<file path="src/sv/goi_pkg.sv">
// ----------------------------------------------------------------------------
// goi_pkg : shared types and constants for the grid obstacle inflation block
// Beat payloads, controller/datapath command and status, register indexes
// and the occupancy-to-cost translation table.
// ----------------------------------------------------------------------------
package goi_pkg;

    localparam int COL_W      = 8;
    localparam int ROW_W      = 8;
    localparam int ADDR_W     = COL_W + ROW_W;
    localparam int MAX_COLS   = 256;
    localparam int MAX_ROWS   = 256;
    localparam int MAX_RADIUS = 15;
    localparam int RAD_W      = 4;
    localparam int DIM_W      = 9;
    localparam int STRIDE_W   = 4;
    localparam int CELL_W     = 8;
    localparam int CFG_IDX_W  = 3;
    localparam int CFG_DATA_W = 9;
    localparam int MODC_W     = 3;

    localparam logic [DIM_W-1:0]    RST_MAP_WIDTH  = 9'd256;
    localparam logic [DIM_W-1:0]    RST_MAP_HEIGHT = 9'd256;
    localparam logic [RAD_W-1:0]    RST_EXPLORE    = 4'd9;
    localparam logic [RAD_W-1:0]    RST_ADD        = 4'd5;
    localparam logic [RAD_W-1:0]    RST_PATH       = 4'd4;
    localparam logic [STRIDE_W-1:0] RST_STRIDE     = 4'd7;

    localparam logic signed [CELL_W-1:0] EXPLORE_MARK = 8'sd2;
    localparam logic [7:0]               COST_BLOCKED = 8'd255;

    typedef enum logic [CFG_IDX_W-1:0] {
        CFG_MAP_WIDTH      = 3'd0,
        CFG_MAP_HEIGHT     = 3'd1,
        CFG_EXPLORE_RADIUS = 3'd2,
        CFG_ADD_RADIUS     = 3'd3,
        CFG_PATH_RADIUS    = 3'd4,
        CFG_SAMPLE_STRIDE  = 3'd5
    } t_cfg_idx;

    typedef struct packed {
        logic                     action;
        logic [COL_W-1:0]         col;
        logic [ROW_W-1:0]         row;
        logic signed [CELL_W-1:0] cell_value;
    } t_goi_in;

    typedef struct packed {
        logic signed [CELL_W-1:0] explore_flag;
        logic [7:0]               add_cost;
        logic [7:0]               path_cost;
        logic                     is_sample_point;
        logic                     out_of_map;
    } t_goi_out;

    typedef enum logic [2:0] {
        ST_IDLE,
        ST_LOOKUP,
        ST_CHECK,
        ST_MOD,
        ST_SCAN,
        ST_DRAIN,
        ST_FINISH
    } t_goi_state;

    typedef struct packed {
        logic accept;
        logic wr_cell;
        logic rd_centre;
        logic setup;
        logic mod_step;
        logic scan_rd;
        logic load_out;
    } t_goi_cmd;

    typedef struct packed {
        logic centre_zero;
        logic oom;
        logic mod_last;
        logic scan_last;
        logic out_free;
    } t_goi_sts;

    typedef logic [7:0] t_cost_lut [0:127];

    function automatic t_cost_lut build_cost_lut();
        t_cost_lut lut;
        int        c;
        for (int v = 0; v < 128; v++) begin
            if (v == 0)
                c = 0;
            else if (v == 1)
                c = 1;
            else if (v >= 100)
                c = 254;
            else if (v == 99)
                c = 253;
            else
                c = ((v - 1) * 251 - 1) / 97 + 1;
            lut[v] = 8'(c);
        end
        return lut;
    endfunction

    localparam t_cost_lut COST_LUT = build_cost_lut();

    // negative (unknown) cells cost as blocked
    function automatic logic [7:0] table_cost(logic signed [CELL_W-1:0] v);
        logic [7:0] c;
        c = v[CELL_W-1] ? COST_BLOCKED : COST_LUT[v[CELL_W-2:0]];
        return c;
    endfunction

    function automatic logic [RAD_W-1:0] clamp_rad(logic [RAD_W-1:0] r);
        logic [RAD_W-1:0] q;
        q = (int'(r) > MAX_RADIUS) ? RAD_W'(MAX_RADIUS) : r;
        return q;
    endfunction

endpackage

</file>
<file path="src/sv/goi_ctrl.sv">
// ----------------------------------------------------------------------------
// goi_ctrl : sequencer for the grid obstacle inflation block
// Takes beats, steps a query through centre lookup, centre check, stride
// remainder, window scan and result load; drives the datapath by command.
// ----------------------------------------------------------------------------
module goi_ctrl (
    input  logic                i_clk,
    input  logic                i_rst_n,
    input  logic                i_in_valid,
    input  logic                i_action,
    input  goi_pkg::t_goi_sts   i_sts,
    output logic                o_in_stall,
    output goi_pkg::t_goi_cmd   o_cmd,
    output goi_pkg::t_goi_state o_state
);
    import goi_pkg::*;

    t_goi_state r_state;
    t_goi_state n_state;

    always_ff @(posedge i_clk) begin
        if (!i_rst_n) begin
            r_state <= ST_IDLE;
        end else begin
            r_state <= n_state;
        end
    end

    always_comb begin
        n_state = r_state;
        o_cmd   = '0;
        case (r_state)
            ST_IDLE: begin
                if (i_in_valid) begin
                    o_cmd.accept = 1'b1;
                    if (i_action) begin
                        n_state = ST_LOOKUP;
                    end else begin
                        o_cmd.wr_cell = 1'b1;
                    end
                end
            end
            ST_LOOKUP: begin
                o_cmd.rd_centre = 1'b1;
                n_state         = ST_CHECK;
            end
            ST_CHECK: begin
                o_cmd.setup = 1'b1;
                // only a free centre needs the window scan
                if (i_sts.oom || !i_sts.centre_zero) begin
                    n_state = ST_FINISH;
                end else begin
                    n_state = ST_MOD;
                end
            end
            ST_MOD: begin
                o_cmd.mod_step = 1'b1;
                if (i_sts.mod_last) begin
                    n_state = ST_SCAN;
                end
            end
            ST_SCAN: begin
                o_cmd.scan_rd = 1'b1;
                if (i_sts.scan_last) begin
                    n_state = ST_DRAIN;
                end
            end
            ST_DRAIN: begin
                n_state = ST_FINISH;
            end
            ST_FINISH: begin
                if (i_sts.out_free) begin
                    o_cmd.load_out = 1'b1;
                    n_state        = ST_IDLE;
                end
            end
            default: begin
                n_state = ST_IDLE;
            end
        endcase
    end

    assign o_in_stall = (r_state != ST_IDLE);
    assign o_state    = r_state;

endmodule

</file>
<file path="config.mk">
export PLATFORM = sky130hd
export DESIGN_NAME = goi_ctrl
export DESIGN_NICKNAME = d
export VERILOG_FILES = /design/src/sv/goi_pkg.sv /design/src/sv/goi_ctrl.sv
export SDC_FILE = /design/constraint.sdc
export NUM_CORES = 1
export LEC_CHECK = 0
export ABC_AREA = 0
export BUFFER_PORTS_ARGS = -buffer_cell sky130_fd_sc_hd__buf_2
export CAP_MARGIN = 25
export CORE_AREA = 2 2 39 41
export CTS_CLUSTER_SIZE = 20
export DETAILED_ROUTE_END_ITERATION = 7
export DIE_AREA = 0 0 41 43
export SLEW_MARGIN = 20
export SYNTH_ARGS = -nofsm -noshare
export SYNTH_HDL_FRONTEND = slang
export SYNTH_SLANG_ARGS = --single-unit
export TNS_END_PERCENT = 50
</file>
<file path="constraint.sdc">
create_clock -name i_clk -period 2 [get_ports i_clk]
set_clock_uncertainty 0.05 [all_clocks]
set_input_delay 0.4 -clock i_clk [delete_from_list [all_inputs] [get_ports i_clk]]
set_output_delay 0.4 -clock i_clk [all_outputs]
set_load 0.005 [all_outputs]
</file>
== After elaboration in Yosys (flattened, before gate mapping) ==
Index checks and enable logic that the tools add are counted.

* Bits in registers: 3
* Bits of input ports: 9
* Output and inout port bits: 11
* Logic and storage cells: 33

* Eq/ne operators: 11
* Muxes and demuxes: 16
* Reductions and logical operators: 5

{| class="wikitable"
|+ Operators with widths
! operator !! number
|-
| $pmux W3 S7 || 1
|-
| $mux W3 || 6
|-
| $ne A2 B2 Y1 const B || 5
|-
| $eq A3 B3 Y1 const B || 3
|-
| $mux W1 || 7
|-
| $eq A3 B2 Y1 const B || 2
|-
| $reduce_and A5 Y1 || 1
|-
| $mux W2 || 2
|-
| $eq A3 B1 Y1 const B || 1
|-
| $logic_not A3 Y1 || 1
|-
| $reduce_bool A3 Y1 || 1
|-
| $logic_not A1 Y1 || 1
|-
| $logic_or A1 B1 Y1 || 1
|}

== Logic depth before layout (Yosys ltp) ==
* Depth after elaboration: 4
* Mapped depth: 4
* Depth with buffers taken out: 3

== Worst setup path after synthesis ==
Ideal clock, no wire load.

* Path kind: reg2out
* Start point: register r_state[0], in the netlist o_state[0]
* End point: output o_cmd[5] (netlist bit)
* Arrival time: 0.903 ns
* Required time: 1.550 ns
* Slack: 0.647 ns
* Stages on the path, launching flop included: 4
* Buffers on the path: 1
* Cell sequence: dfxtp_1 > buf_6 > or3_4 > nor3_2

{| class="wikitable"
|+ RTL lines
! what !! line !! RTL
|-
| from (decl) || goi_ctrl.sv:18 || <nowiki>t_goi_state r_state;</nowiki>
|-
| from (signal assigned) || goi_ctrl.sv:25 || <nowiki>r_state <= n_state;</nowiki>
|-
| to (decl) || goi_ctrl.sv:13 || <nowiki>output goi_pkg::t_goi_cmd o_cmd,</nowiki>
|}

==> results.toml <==
[run_status]
status = "completed"

[clock_tree]
ctsResizeCount = 0
insertion_delay_ns = 0.24
clk_pin_slew_ns = 0.04
cts_num_sinks = 3
postCtsHoldBufs = 0
ctsRootBufferMaster = "clkbuf_4"
cts_buffers = 3
cts_tree = "built"
cts_max_path_buffers = 2
post_cts_buffers = 0
htreeDepth = 1

[cells_and_area]
antenna_cells = 0
fin_nets = 62
layout-drive-gt1-share_pct = 50.0
largest_reg_flops = 3
regArea_um2 = 60.1
multi_input_area_um2 = 163
syn_to_final_growth_pct = 42.2
final.fill_count = 165

[yosys]
synth.area.top_cells = "dfxtp_1, nor3b_1, buf_6"
yosysTopAreaCell = "dfxtp_1"
netlist_area_um2 = 264
seq_area_frac_synth_pct = 22.7
synth_warnings = 0
synthFlopType = "dfxtp_1"
syn_inst = 32
synth_nets = 41
synth.top_cell.area_share_pct = 22.7
yosys-top-cells-count = "nor3b_1, o21ai_0, a21oi_1, dfxtp_1, inv_1"
async_flop_share_pct = 0
post_synth.cell_area_avg_um2 = 8.25
synth_edf_count = 0
ys_types = 19
postSynthRegisterBits = 3

[sta]
tightest_slew_ns = 0.414
period_minus_slack_ns = 1.79
fin_setup_tns_ns = 0
setup_viol = 0
period_share_pct = 89.7
hold_viol = 0
fmax_mhz = 557
hold_ws_ns = 0.399
drv_slew = 0
relSlewSlack_pct = 72.4
rsz0062_at_grt = "no"

[routing]
drtIter0Drc = 12
vias = 306
dr.pass1.iters = 2
antenna_left = 0
wl_per_cell_um = 10.1
drc = 0
vias_per_cell = 4.50
wirelength_um = 684

[die]
rows = 14
core_area_um2 = 1380
die_h_um = 43
die-area_um2 = 1760
die_width_um = 41
start_util_pct = 19.1
ios = 20

[critical_path]
reg2reg_from = "o_state[2]"
required_ns = 1.55
crit_path_cell_trace = "or3_4 -> nor3_2 -> buf_2"
startpoint_type = "flip-flop"
cp_data_arrival_time_ns = 1.34
endpoint_kind = "primary output"
critPathBufInv = 1
critPathTopFamily = "simple AND/OR/NAND/NOR gates"
cp_slowest_cell = "or3_4"
critPathKind = "reg2out"
crit_path_max_fanout = 14
cp-startpoint = "o_state[2]"
cp_slowest_stage_delay_ns = 0.45

[power]
power.leakage_nw = 0.195
power.switching_mw = 0.102
powerDensity_nw_per_um2 = 805
combPwrFrac_pct = 32.1
ir_worst_vdd_mv = 0.204
sw_frac_of_total_pct = 33.8
p_total_mw = 0.302
clockPowerShare_pct = 36.9
internal_power_mw = 0.200
seqPwrFrac_pct = 31.0

[grt]
use_met3_pct = 4.71
grt_pass1_vias = 278
grt_max_degree = 16
gr-usage-met2_pct = 13.1
antenna_found_initial = 0
grt-ovfl-total = 0
grt_usage_pct = 9.53
grt_pass1_wl_um = 1100
globalRoute.busiestLayer = "met2"
use_met1_pct = 11.2

[place]
gp_congestion = 0.782
io_buffers = 19
place_hpwl_um = 497

[run]
drv_cap = 0

[worst_hold_path]
hold_start = "i_rst_n"
holdCritPathClass = "in2reg"
worst paths after layout:
kind | end | slack (ns) | depth (start not counted)
worst max-delay path | o_cmd[5] | 0.21 | 3
worst min-delay path | o_state[0] | 0.40 | 2
worst max register to register | o_state[0] | 0.80 | 3
worst min register to register | o_state[2] | 0.58 | 1
power by group through the flow:
stage / Sequential (mW) / Clock, mW / Combinational [mW]
2_1_floorplan: 0.0787 / 0 / 0.0816
4_1_cts: 0.0935 / 0.118 / 0.0983
5_1_grt: 0.0983 / 0.119 / 0.111
3_3_place_gp: 0.0943 / 0 / 0.0971
6_report: 0.0937 / 0.112 / 0.0970
3_5_place_dp: 0.0945 / 0 / 0.0974
area by class of cell:
class,instances,share of cell area [%]
Inverter,3,3.00
Timing Repair Buffer,19,25.3
Tap cell,16,5.33
Sequential cell,3,16.0
Multi-Input combinational cell,23,43.3
Clock buffer,4,7.00
cell usage in the layout (no fill, tap or decap), drive strengths merged:
master / instances
dfxtp: 3
a21oi: 3
nor3: 2
nor2: 1
o21a: 1
a211oi: 1
inv: 3
nand2b: 1
and4: 1
clkbuf: 4
o221a: 1
and3: 1
a41o: 1
o21ai: 4
or3: 1
nor3b: 4
buf: 19
o41ai: 1
kinds of logic after synthesis:
logic type	share of synthesized area (%)
flip-flops	22.7
AND/OR/NAND/NOR	31.3
buffers and inverters	15.6
AO/OA/AOI/OAI	30.3
layer usage:
layer,part of all wire (%),vias to the layer above
met4,2.0,0
met5,0,-
met2,44,14
li1,-,161
met1,43,129
met3,12,2
metrics by stage:
step | worst slack, ns | std cells | util, % | instance area, um2
global route | 0.136 | 68 | 27.1 | 375
floorplan | 0.647 | 32 | - | 264
detailed placement | 0.447 | 64 | 25.2 | 349
global placement | 0.487 | 64 | 25.2 | 349
CTS | 0.191 | 68 | 27.1 | 375
finish | 0.205 | 68 | 27.1 | 375
No activity file was read; power rests on OpenSTA's default activity.
